--- config.mk ---
export PLATFORM = sky130hd
export DESIGN_NAME = omni_wheel_speed_mixer_top
export DESIGN_NICKNAME = d
export VERILOG_FILES = /design/src/hw/rtl/omw_pkg.sv /design/src/hw/rtl/omni_wheel_speed_mixer_top.sv /design/src/hw/rtl/omw_front.sv /design/src/hw/rtl/omw_queue.sv /design/src/hw/rtl/omw_back.sv
export SDC_FILE = /design/constraint.sdc
export NUM_CORES = 2
export LEC_CHECK = 0
export ABC_AREA = 1
export BUFFER_PORTS_ARGS = -buffer_cell sky130_fd_sc_hd__buf_2
export CAP_MARGIN = 10
export CORE_MARGIN = 4
export CORE_UTILIZATION = 55
export CTS_BUF_LIST = sky130_fd_sc_hd__clkbuf_8
export CTS_CLUSTER_DIAMETER = 50
export DETAILED_ROUTE_END_ITERATION = 8
export PLACE_DENSITY = 0.72
export SLEW_MARGIN = 30
export SYNTH_ARGS = -nofsm -noshare
export SYNTH_HDL_FRONTEND = slang
export SYNTH_SLANG_ARGS = --single-unit
--- constraint.sdc ---
create_clock -name clk -period 17.76 [get_ports clk]
set_clock_uncertainty 0.15 [all_clocks]
set_input_delay 2.664 -clock clk [delete_from_list [all_inputs] [get_ports clk]]
set_output_delay 2.664 -clock clk [all_outputs]
set_load 0.01 [all_outputs]
--- src/hw/rtl/omw_pkg.sv ---
// Shared types, constants and the sine table for the omni wheel speed mixer.
// Used by omw_front, omw_queue, omw_back and the top level.
package omw_pkg;

  localparam int SPEED_W  = 14;
  localparam int HEAD_W   = 16;
  localparam int TICK_W   = 16;
  localparam int ACCEL_W  = 10;
  localparam int DBAND_W  = 13;
  localparam int CFG_W    = 13;
  localparam int CFG_IDX_W = 2;
  localparam int ANGLE_W  = 9;

  localparam int SPEED_LIMIT = 4096;
  localparam int STEP_CAP    = 2 * SPEED_LIMIT;

  localparam logic [ACCEL_W-1:0] ACCEL_RESET = ACCEL_W'(70);
  localparam logic [DBAND_W-1:0] DBAND_RESET = DBAND_W'(20);

  localparam logic [CFG_IDX_W-1:0] CFG_ACCEL    = CFG_IDX_W'(0);
  localparam logic [CFG_IDX_W-1:0] CFG_DEADBAND = CFG_IDX_W'(1);

  // Heading reduction: bias to a positive value that is a multiple of 360,
  // then take the quotient by a reciprocal multiply. The reciprocal error is
  // smaller than 1/360 over the biased range, so no correction is needed.
  localparam int MOD_BIAS  = 92 * 360;
  localparam int MOD_RECIP = 46604;
  localparam int MOD_SHIFT = 24;

  // Angle of each wheel is (offset - 180 - heading) modulo 360.
  localparam logic [ANGLE_W-1:0] ANGLE_ONE   = ANGLE_W'((45 - 180 + 720) % 360);
  localparam logic [ANGLE_W-1:0] ANGLE_TWO   = ANGLE_W'((135 - 180 + 720) % 360);
  localparam logic [ANGLE_W-1:0] ANGLE_THREE = ANGLE_W'((-135 - 180 + 720) % 360);
  localparam logic [ANGLE_W-1:0] ANGLE_FOUR  = ANGLE_W'((-45 - 180 + 720) % 360);

  localparam int QUEUE_DEPTH = 2;
  localparam int QPTR_W      = $clog2(QUEUE_DEPTH);
  localparam int QCNT_W      = $clog2(QUEUE_DEPTH + 1);

  typedef struct packed {
    logic                 we;
    logic [CFG_IDX_W-1:0] index;
    logic [CFG_W-1:0]     data;
  } cfg_write_t;

  typedef struct packed {
    logic [ANGLE_W-1:0]        heading_mod;
    logic signed [SPEED_W-1:0] cmd;
    logic signed [SPEED_W-1:0] ramp;
  } queue_entry_t;

  // Quarter-wave sine, 1.0 = 32768, one entry per whole degree.
  localparam logic [15:0] SINE_Q [0:90] = '{
    16'd0, 16'd572, 16'd1144, 16'd1715, 16'd2286, 16'd2856, 16'd3425, 16'd3993,
    16'd4560, 16'd5126, 16'd5690, 16'd6252, 16'd6813, 16'd7371, 16'd7927, 16'd8481,
    16'd9032, 16'd9580, 16'd10126, 16'd10668, 16'd11207, 16'd11743, 16'd12275,
    16'd12803, 16'd13328, 16'd13848, 16'd14365, 16'd14876, 16'd15384, 16'd15886,
    16'd16384, 16'd16877, 16'd17364, 16'd17847, 16'd18324, 16'd18795, 16'd19261,
    16'd19720, 16'd20174, 16'd20622, 16'd21063, 16'd21498, 16'd21926, 16'd22348,
    16'd22763, 16'd23170, 16'd23571, 16'd23965, 16'd24351, 16'd24730, 16'd25102,
    16'd25466, 16'd25822, 16'd26170, 16'd26510, 16'd26842, 16'd27166, 16'd27482,
    16'd27789, 16'd28088, 16'd28378, 16'd28660, 16'd28932, 16'd29197, 16'd29452,
    16'd29698, 16'd29935, 16'd30163, 16'd30382, 16'd30592, 16'd30792, 16'd30983,
    16'd31164, 16'd31337, 16'd31499, 16'd31651, 16'd31795, 16'd31928, 16'd32052,
    16'd32166, 16'd32271, 16'd32365, 16'd32449, 16'd32524, 16'd32588, 16'd32643,
    16'd32688, 16'd32723, 16'd32748, 16'd32763, 16'd32768
  };

  function automatic logic [15:0] sine_lookup(input logic [6:0] idx);
    logic [15:0] val;
    if (idx > 7'd90) begin
      val = 16'd0;
    end else begin
      val = SINE_Q[idx];
    end
    return val;
  endfunction

endpackage

--- src/hw/rtl/omni_wheel_speed_mixer_top.sv ---
// Omni wheel speed mixer: four-wheel kinematics with a slew-limited ramp.
// Instantiates omw_front, omw_queue and omw_back; depends on omw_pkg.
//
// Usage:
//   s_* is the request stream: heading, commanded speed and elapsed ticks.
//   m_* is the result stream: four wheel speeds and the ramped speed.
//   cfg_we/cfg_index/cfg_data write accel_per_tick (index 0) and deadband
//   (index 1); other indexes are ignored. Write only when idle.
// Throughput: one request per cycle, sustained, while m_tready is high. The
//   front end computes the heading reduction and the ramp in the accepting
//   cycle; the back end does the four table lookups and multiplies
//   combinationally into the output register.
// Path: an accepted request is first written into the queue, then popped
//   into the output register, which drives m_tvalid.
// Stalls: when m_tready is low the result holds; the two-entry queue keeps
//   taking requests until it fills, then s_tready drops.
// Reset: rst (synchronous) empties the queue and output, clears the ramp to
//   zero and sets accel_per_tick to 70 and deadband to 20.
module omni_wheel_speed_mixer_top import omw_pkg::*; (
  input  logic                 clk,
  input  logic                 rst,
  input  logic                 cfg_we,
  input  logic [CFG_IDX_W-1:0] cfg_index,
  input  logic [CFG_W-1:0]     cfg_data,
  input  logic                 s_tvalid,
  output logic                 s_tready,
  // heading_deg[15:0], commanded_speed[29:16], elapsed_ticks[45:30], zero pad
  input  logic [47:0]          s_tdata,
  output logic                 m_tvalid,
  input  logic                 m_tready,
  // wheel_one[13:0], wheel_two[27:14], wheel_three[41:28], wheel_four[55:42],
  // ramped_speed[69:56], zero pad
  output logic [71:0]          m_tdata
);

  cfg_write_t   cfg;
  logic         push_valid;
  logic         push_ready;
  queue_entry_t push_data;
  logic         pop_valid;
  logic         pop_ready;
  queue_entry_t pop_data;

  assign cfg.we    = cfg_we;
  assign cfg.index = cfg_index;
  assign cfg.data  = cfg_data;

  omw_front u_front (
    .clk             (clk),
    .rst             (rst),
    .cfg             (cfg),
    .in_valid        (s_tvalid),
    .in_ready        (s_tready),
    .heading_deg     ($signed(s_tdata[15:0])),
    .commanded_speed ($signed(s_tdata[29:16])),
    .elapsed_ticks   (s_tdata[45:30]),
    .push_valid      (push_valid),
    .push_ready      (push_ready),
    .push_data       (push_data)
  );

  omw_queue u_queue (
    .clk        (clk),
    .rst        (rst),
    .push_valid (push_valid),
    .push_ready (push_ready),
    .push_data  (push_data),
    .pop_valid  (pop_valid),
    .pop_ready  (pop_ready),
    .pop_data   (pop_data)
  );

  omw_back u_back (
    .clk       (clk),
    .rst       (rst),
    .pop_valid (pop_valid),
    .pop_ready (pop_ready),
    .pop_data  (pop_data),
    .out_valid (m_tvalid),
    .out_ready (m_tready),
    .out_data  (m_tdata)
  );

endmodule

--- src/hw/rtl/omw_front.sv ---
// Front end: accepts requests, saturates the command, reduces the heading
// modulo 360 and updates the slew-limited ramp. Holds the configuration.
// Depends on omw_pkg.
module omw_front import omw_pkg::*; (
  input  logic                      clk,
  input  logic                      rst,
  input  cfg_write_t                cfg,
  input  logic                      in_valid,
  output logic                      in_ready,
  input  logic signed [HEAD_W-1:0]  heading_deg,
  input  logic signed [SPEED_W-1:0] commanded_speed,
  input  logic [TICK_W-1:0]         elapsed_ticks,
  output logic                      push_valid,
  input  logic                      push_ready,
  output queue_entry_t              push_data
);

  localparam logic signed [15:0] LIMIT  = 16'(SPEED_LIMIT);
  localparam logic signed [15:0] NLIMIT = -16'(SPEED_LIMIT);

  logic [ACCEL_W-1:0]        accel_per_tick;
  logic [DBAND_W-1:0]        deadband;
  logic signed [SPEED_W-1:0] ramp_level;
  logic signed [SPEED_W-1:0] ramp_level_next;

  logic                      accept;
  logic signed [SPEED_W-1:0] cmd_sat;
  logic [SPEED_W-1:0]        cmd_mag;
  logic [16:0]               biased;
  logic [32:0]               quot_prod;
  logic [7:0]                quot;
  logic [16:0]               remainder;
  logic [25:0]               step_prod;
  logic [15:0]               step;
  logic signed [15:0]        r_ext;
  logic signed [15:0]        c_ext;
  logic signed [15:0]        r_try;

  assign in_ready   = push_ready;
  assign push_valid = in_valid;
  assign accept     = in_valid && push_ready;

  always_comb begin
    if (commanded_speed > SPEED_W'(SPEED_LIMIT)) begin
      cmd_sat = SPEED_W'(SPEED_LIMIT);
    end else if (commanded_speed < -SPEED_W'(SPEED_LIMIT)) begin
      cmd_sat = -SPEED_W'(SPEED_LIMIT);
    end else begin
      cmd_sat = commanded_speed;
    end
    cmd_mag = cmd_sat[SPEED_W-1] ? SPEED_W'(-cmd_sat) : SPEED_W'(cmd_sat);
  end

  always_comb begin
    biased    = {heading_deg[HEAD_W-1], heading_deg} + 17'(MOD_BIAS);
    quot_prod = 33'(biased) * 33'(MOD_RECIP);
    quot      = quot_prod[MOD_SHIFT +: 8];
    remainder = biased - 17'(quot) * 17'd360;
  end

  // The step only needs to reach twice the limit; the ramp clamps after it.
  always_comb begin
    step_prod = 26'(accel_per_tick) * 26'(elapsed_ticks);
    if (step_prod > 26'(STEP_CAP)) begin
      step = 16'(STEP_CAP);
    end else begin
      step = step_prod[15:0];
    end
  end

  always_comb begin
    r_ext = 16'(ramp_level);
    c_ext = 16'(cmd_sat);
    r_try = r_ext;
    ramp_level_next = ramp_level;
    if ({1'b0, cmd_mag} < {(SPEED_W + 1 - DBAND_W)'(0), deadband}) begin
      ramp_level_next = '0;
    end else if (c_ext > r_ext) begin
      if (r_ext != 16'sd0) begin
        r_try = r_ext + $signed(step);
        if (r_try > LIMIT) r_try = LIMIT;
        if (r_try > c_ext) r_try = c_ext;
      end
      if (r_try == 16'sd0) r_try = 16'sd1;
      ramp_level_next = SPEED_W'(r_try);
    end else if (c_ext < r_ext) begin
      if (r_ext != 16'sd0) begin
        r_try = r_ext - $signed(step);
        if (r_try < NLIMIT) r_try = NLIMIT;
        if (r_try < c_ext) r_try = c_ext;
      end
      if (r_try == 16'sd0) r_try = -16'sd1;
      ramp_level_next = SPEED_W'(r_try);
    end
  end

  always_comb begin
    push_data.heading_mod = remainder[ANGLE_W-1:0];
    push_data.cmd         = cmd_sat;
    push_data.ramp        = ramp_level_next;
  end

  always_ff @(posedge clk) begin
    if (rst) begin
      accel_per_tick <= ACCEL_RESET;
      deadband       <= DBAND_RESET;
    end else if (cfg.we) begin
      unique case (cfg.index)
        CFG_ACCEL:    accel_per_tick <= cfg.data[ACCEL_W-1:0];
        CFG_DEADBAND: deadband       <= cfg.data[DBAND_W-1:0];
        default: ;
      endcase
    end
  end

  always_ff @(posedge clk) begin
    if (rst) begin
      ramp_level <= '0;
    end else if (accept) begin
      ramp_level <= ramp_level_next;
    end
  end

`ifndef ASSERT_OFF
  a_ramp_in_range: assert property (@(posedge clk) disable iff (rst)
    (ramp_level <= SPEED_W'(SPEED_LIMIT)) && (ramp_level >= -SPEED_W'(SPEED_LIMIT)))
    else $error("ramp level outside the speed limit");
  a_ramp_holds: assert property (@(posedge clk) disable iff (rst)
    !accept |=> $stable(ramp_level))
    else $error("ramp level changed without an accepted request");
`endif

endmodule

--- src/hw/rtl/omw_queue.sv ---
// Two-entry queue that decouples the front end from the wheel mixing back end.
// Depends on omw_pkg.
module omw_queue import omw_pkg::*; (
  input  logic         clk,
  input  logic         rst,
  input  logic         push_valid,
  output logic         push_ready,
  input  queue_entry_t push_data,
  output logic         pop_valid,
  input  logic         pop_ready,
  output queue_entry_t pop_data
);

  queue_entry_t      entries [QUEUE_DEPTH];
  logic [QPTR_W-1:0] wr_ptr;
  logic [QPTR_W-1:0] rd_ptr;
  logic [QCNT_W-1:0] count;
  logic              push;
  logic              pop;

  assign push_ready = (count != QCNT_W'(QUEUE_DEPTH));
  assign pop_valid  = (count != '0);
  assign push       = push_valid && push_ready;
  assign pop        = pop_valid && pop_ready;
  assign pop_data   = entries[rd_ptr];

  always_ff @(posedge clk) begin
    if (push) begin
      entries[wr_ptr] <= push_data;
    end
  end

  always_ff @(posedge clk) begin
    if (rst) begin
      wr_ptr <= '0;
      rd_ptr <= '0;
      count  <= '0;
    end else begin
      if (push) begin
        wr_ptr <= (wr_ptr == QPTR_W'(QUEUE_DEPTH - 1)) ? '0 : wr_ptr + 1'b1;
      end
      if (pop) begin
        rd_ptr <= (rd_ptr == QPTR_W'(QUEUE_DEPTH - 1)) ? '0 : rd_ptr + 1'b1;
      end
      if (push && !pop) begin
        count <= count + 1'b1;
      end else if (pop && !push) begin
        count <= count - 1'b1;
      end
    end
  end

`ifndef ASSERT_OFF
  a_count_bound: assert property (@(posedge clk) disable iff (rst)
    count <= QCNT_W'(QUEUE_DEPTH))
    else $error("queue count beyond depth");
  a_count_track: assert property (@(posedge clk) disable iff (rst)
    (push && !pop) |=> (count == $past(count) + 1'b1))
    else $error("queue count did not follow a push");
`endif

endmodule

--- src/hw/rtl/omw_back.sv ---
// Back end: looks up the sine of each wheel angle, multiplies by the command
// and registers the result request. Depends on omw_pkg.
module omw_back import omw_pkg::*; (
  input  logic                    clk,
  input  logic                    rst,
  input  logic                    pop_valid,
  output logic                    pop_ready,
  input  queue_entry_t            pop_data,
  output logic                    out_valid,
  input  logic                    out_ready,
  output logic [5*SPEED_W+1:0]    out_data
);

  logic                      valid;
  logic signed [SPEED_W-1:0] wheel [4];
  logic signed [SPEED_W-1:0] ramp;
  logic signed [SPEED_W-1:0] mixed [4];
  logic [ANGLE_W-1:0]        offsets [4];
  logic                      take;

  // Truncation toward zero is done on magnitudes, then the sign is applied.
  function automatic logic signed [SPEED_W-1:0] mix(input logic [ANGLE_W-1:0] offset,
                                                   input logic [ANGLE_W-1:0] hmod,
                                                   input logic signed [SPEED_W-1:0] cmd);
    logic [ANGLE_W:0]   diff;
    logic [ANGLE_W-1:0] angle;
    logic [ANGLE_W-1:0] idx;
    logic               neg;
    logic [SPEED_W-2:0] cmag;
    logic [28:0]        prod;
    logic [SPEED_W-1:0] quo;
    diff = {1'b0, offset} - {1'b0, hmod};
    if (diff[ANGLE_W]) begin
      diff = diff + (ANGLE_W + 1)'(360);
    end
    angle = diff[ANGLE_W-1:0];
    if (angle <= ANGLE_W'(90)) begin
      idx = angle;
      neg = 1'b0;
    end else if (angle <= ANGLE_W'(180)) begin
      idx = ANGLE_W'(180) - angle;
      neg = 1'b0;
    end else if (angle <= ANGLE_W'(270)) begin
      idx = angle - ANGLE_W'(180);
      neg = 1'b1;
    end else begin
      idx = ANGLE_W'(360) - angle;
      neg = 1'b1;
    end
    cmag = cmd[SPEED_W-1] ? (SPEED_W-1)'(-cmd) : (SPEED_W-1)'(cmd);
    prod = 29'(sine_lookup(idx[6:0])) * 29'(cmag);
    quo  = prod[28:15];
    return (neg ^ cmd[SPEED_W-1]) ? SPEED_W'(-quo) : SPEED_W'(quo);
  endfunction

  assign offsets[0] = ANGLE_ONE;
  assign offsets[1] = ANGLE_TWO;
  assign offsets[2] = ANGLE_THREE;
  assign offsets[3] = ANGLE_FOUR;

  always_comb begin
    for (int k = 0; k < 4; k++) begin
      mixed[k] = mix(offsets[k], pop_data.heading_mod, pop_data.cmd);
    end
  end

  assign pop_ready = !valid || out_ready;
  assign take      = pop_valid && pop_ready;
  assign out_valid = valid;
  assign out_data  = {2'b00, ramp, wheel[3], wheel[2], wheel[1], wheel[0]};

  always_ff @(posedge clk) begin
    if (take) begin
      for (int k = 0; k < 4; k++) begin
        wheel[k] <= mixed[k];
      end
      ramp <= pop_data.ramp;
    end
  end

  always_ff @(posedge clk) begin
    if (rst) begin
      valid <= 1'b0;
    end else if (pop_ready) begin
      valid <= pop_valid;
    end
  end

`ifndef ASSERT_OFF
  a_no_drop: assert property (@(posedge clk) disable iff (rst)
    (valid && !out_ready) |-> !take)
    else $error("queue popped while the result register is stalled");
`endif

endmodule
==> run metrics <==
status completed; fillcell total about 10000; fraction of synthesis flops using an asynchronous set or reset pin 0%; MaxCap Viol Count 0; Worst setup startpoint s_tdata[35]; Final Core Density ~58%; global route total overflow 0; first-pass GRT wire length roughly 280000 µm; Top Ports 142; routed length per instance ~18 µm; DRT antenna net count 0; full die area 0.111 mm²; Vias/cell ~5.7; H-tree depth 4; DRT iter0 DRCs roughly 4500; max-slew violation count 0; mean post-synth cell area 7.13 µm²; synth warn 0; CP arrival ~16 ns; clock sinks 187; Synth top area share between 20% and 30%; Post-synth EDFFs between 100 and 150; Post-route DRC 0; Num CTS Buffers 17; Core Area 0.104 mm²; Hold Startpoint u_queue.rd_ptr$_SDFFE_PP0P_; post-CTS setup buffer count 0; Initial Utilization 55.7%; Hold Crit Class reg -> reg; CP dominant cell by count nand2_1; Final setup viols 0; vias in the first global route between 50000 and 60000; Placed Instances 9442; headroom to the max-slew limit about 36%; cell count after synthesis slightly above 8000; post-synth top area cell fa_1; clock tree buffer depth 2; share of cells above drive strength 1 between 6 and 7%; crit-path max FO 14; Multi-input gate area between 0.04 and 0.05 mm²; fmax between 60 and 70 MHz; final hold viol count 0; Setup crit end kind flop; slew at the pin with the worst max-slew slack 0.954 ns; Post-CTS Hold Buffers 0; clk slew on worst S/H paths around 0.15 ns; Setup CP Type in -> reg; number of cell rows 118; fin cells between 9000 and 10000; CP peak stage delay 0.57 ns; top post-synthesis cells by area fa_1 (27%), nand2_1 (14%), ha_1 (13%), inv_1 (9.8%), edfxtp_1 (7.4%); initial antenna violation count 3; Clock Latency Late Sink 0.64 ns; gpl congestion slightly below 1; Syn Std Cell Area roughly 0.058 mm²; Reg-to-Reg Start u_front.accel_per_tick[2]$_SDFFE_PP1P_; post-CTS sizing 0; Post-synth top flop edfxtp_1; DRT Wirelength roughly 170000 µm; post-route clock period utilization 87.6%; total number of vias 53628; WP data required about 18 ns; Synth cell types 80; TritonCTS clock tree built; DP HPWL 138000 µm; setup tns final 0 ns; area taken by flip-flops and latches 0.00519 mm²; Yosys reg bits 187; crit path max-delay cell type fa_1; min Tclk post-route about 16 ns; unrepaired setup endpoints after global routing no; Detailed Routing Iterations Pass 1 8; NumNets Final between 9000 and 10000; Die Ht roughly 330 µm; Area Overhead vs Synth 3.89%; largest net degree at the start of global routing 60; IO buf count 137; root buffer cell clkbuf_8; GRT Util Overall 31.4%; register area share after synthesis approximately 8.9%; chip width about 330 µm; CP Launch Type primary input
[path summary, 6_finish.rpt]
kind,to,slack (ns),cells past startpoint
max,u_queue.entries[1][6]$_DFFE_PP_,2.21,83
min,flop,0.30,1
max reg2reg,u_queue.entries[1][6]$_DFFE_PP_,3.55,82
min reg2reg,flop,0.30,1
[layout make-up]
| type | instances | area share, % |
|---|---|---|
| Antenna cell | 4 | 0.0166 |
| Clock buffer | 17 | 0.388 |
| Clock inverter | 15 | 0.377 |
| Inverter | 1590 | 9.91 |
| Multi-Input combinational cell | 6085 | 75.9 |
| Sequential cell | 187 | 8.60 |
| Tap cell | 1380 | 2.86 |
| Timing Repair Buffer | 200 | 1.98 |
[stage by stage]
step | area [µm²] | setup slack [ns] | hold slack [ns]
after global placement | 59800 | 1.75 | 0.277
after detailed placement | 59800 | 1.59 | 0.286
final | 60300 | 2.21 | 0.295
after global routing | 60300 | 0.805 | 0.304
after floorplan | 58100 | 3.42 | 0.276
after CTS | 60300 | 2.26 | 0.288
[cells by family (layout without fill, tap and decap cells)]
logic type	Yosys count	in the layout	share of synthesized area (%)
AO/OA/AOI/OAI	929	929	9.28
XOR/XNOR	178	178	2.78
adder cells (fa/ha/maj)	1392	1392	40.1
buffers and inverters	1873	1822	12.5
flip-flops	187	187	8.93
multiplexers	8	8	0.138
other	2	8	0.0129
AND/OR/NAND/NOR	3574	3574	26.2
[synthesized netlist by cell type, types with 44 or more instances]
library cell / count
nand2_1: 2112
inv_1: 1515
fa_1: 783
nor2_1: 657
ha_1: 609
nand3_1: 429
a21oi_1: 361
o21ai_0: 294
clkbuf_1: 234
edfxtp_1: 144
xor2_1: 128
nand2_2: 99
nor3_1: 76
nand4_1: 55
inv_2: 47
o211ai_1: 44
[sequential cells by signal (all words and copies together) (netlist names), named ones only]
| name | count |
|---|---|
| u_front.deadband | 13 |
| u_queue.rd_ptr | 1 |
| u_queue.wr_ptr | 1 |
| u_queue.count | 2 |
| u_queue.entries | 74 |
| u_front.ramp_level | 14 |
| u_back.out_valid | 1 |
| u_back.wheel | 56 |
| u_front.accel_per_tick | 10 |
| u_back.ramp | 14 |
[routing by layer]
| layer | track usage, % | wire length, µm | vias to the layer above |
|---|---|---|---|
| li1 | - | - | 25241 |
| met5 | 0 | 0 | - |
| met1 | 39.8 | 69200 | 25706 |
| met3 | 4.30 | 13000 | 494 |
| met4 | 15.3 | 9210 | 0 |
| met2 | 53.1 | 82800 | 2187 |
[critical path, delay by kind of cell]
kind                       cells  cell delay (ns)
buffers and inverters         14             1.63
xor gates and xnor gates       3             0.44
AOI/OAI and AO/OA             15             2.24
and+or+nand+nor               41             4.66
adders and majority gates     10             4.25
[cells in the final DEF, fill, tap and decap left out, types with 14 or more instances in the layout]
| master | Yosys | layout |
|---|---|---|
| o311ai_0 | 14 | 14 |
| nor4_1 | 15 | 15 |
| clkinv_1 | 24 | 24 |
| a31oi_1 | 30 | 29 |
| o21a_1 | 14 | 14 |
| inv_2 | 47 | 54 |
| ha_1 | 609 | 609 |
| nor2_1 | 657 | 654 |
| nand3b_1 | 25 | 25 |
| nand3_2 | 23 | 23 |
| buf_2 | 9 | 138 |
| o221ai_1 | 16 | 16 |
| xnor2_1 | 43 | 42 |
| nand2_1 | 2112 | 2112 |
| fa_1 | 783 | 783 |
| a21oi_1 | 361 | 360 |
| nand4_1 | 55 | 55 |
| nor2_2 | 18 | 19 |
| nor3_1 | 76 | 76 |
| nand2_2 | 99 | 99 |
| nand3_1 | 429 | 429 |
| a211oi_1 | 16 | 16 |
| dfxtp_1 | 43 | 42 |
| o21ai_1 | 18 | 16 |
| inv_1 | 1515 | 1508 |
| buf_4 | 13 | 60 |
| o21bai_1 | 17 | 17 |
| clkbuf_8 | 0 | 17 |
| o21ai_0 | 294 | 292 |
| xor2_1 | 128 | 125 |
| o211ai_1 | 44 | 44 |
| edfxtp_1 | 144 | 144 |
| nand2_4 | 32 | 32 |
| nor2_4 | 12 | 14 |
Power is not shown: default switching activity piles up to over one toggle a cycle in this logic, so the estimate is an artifact.
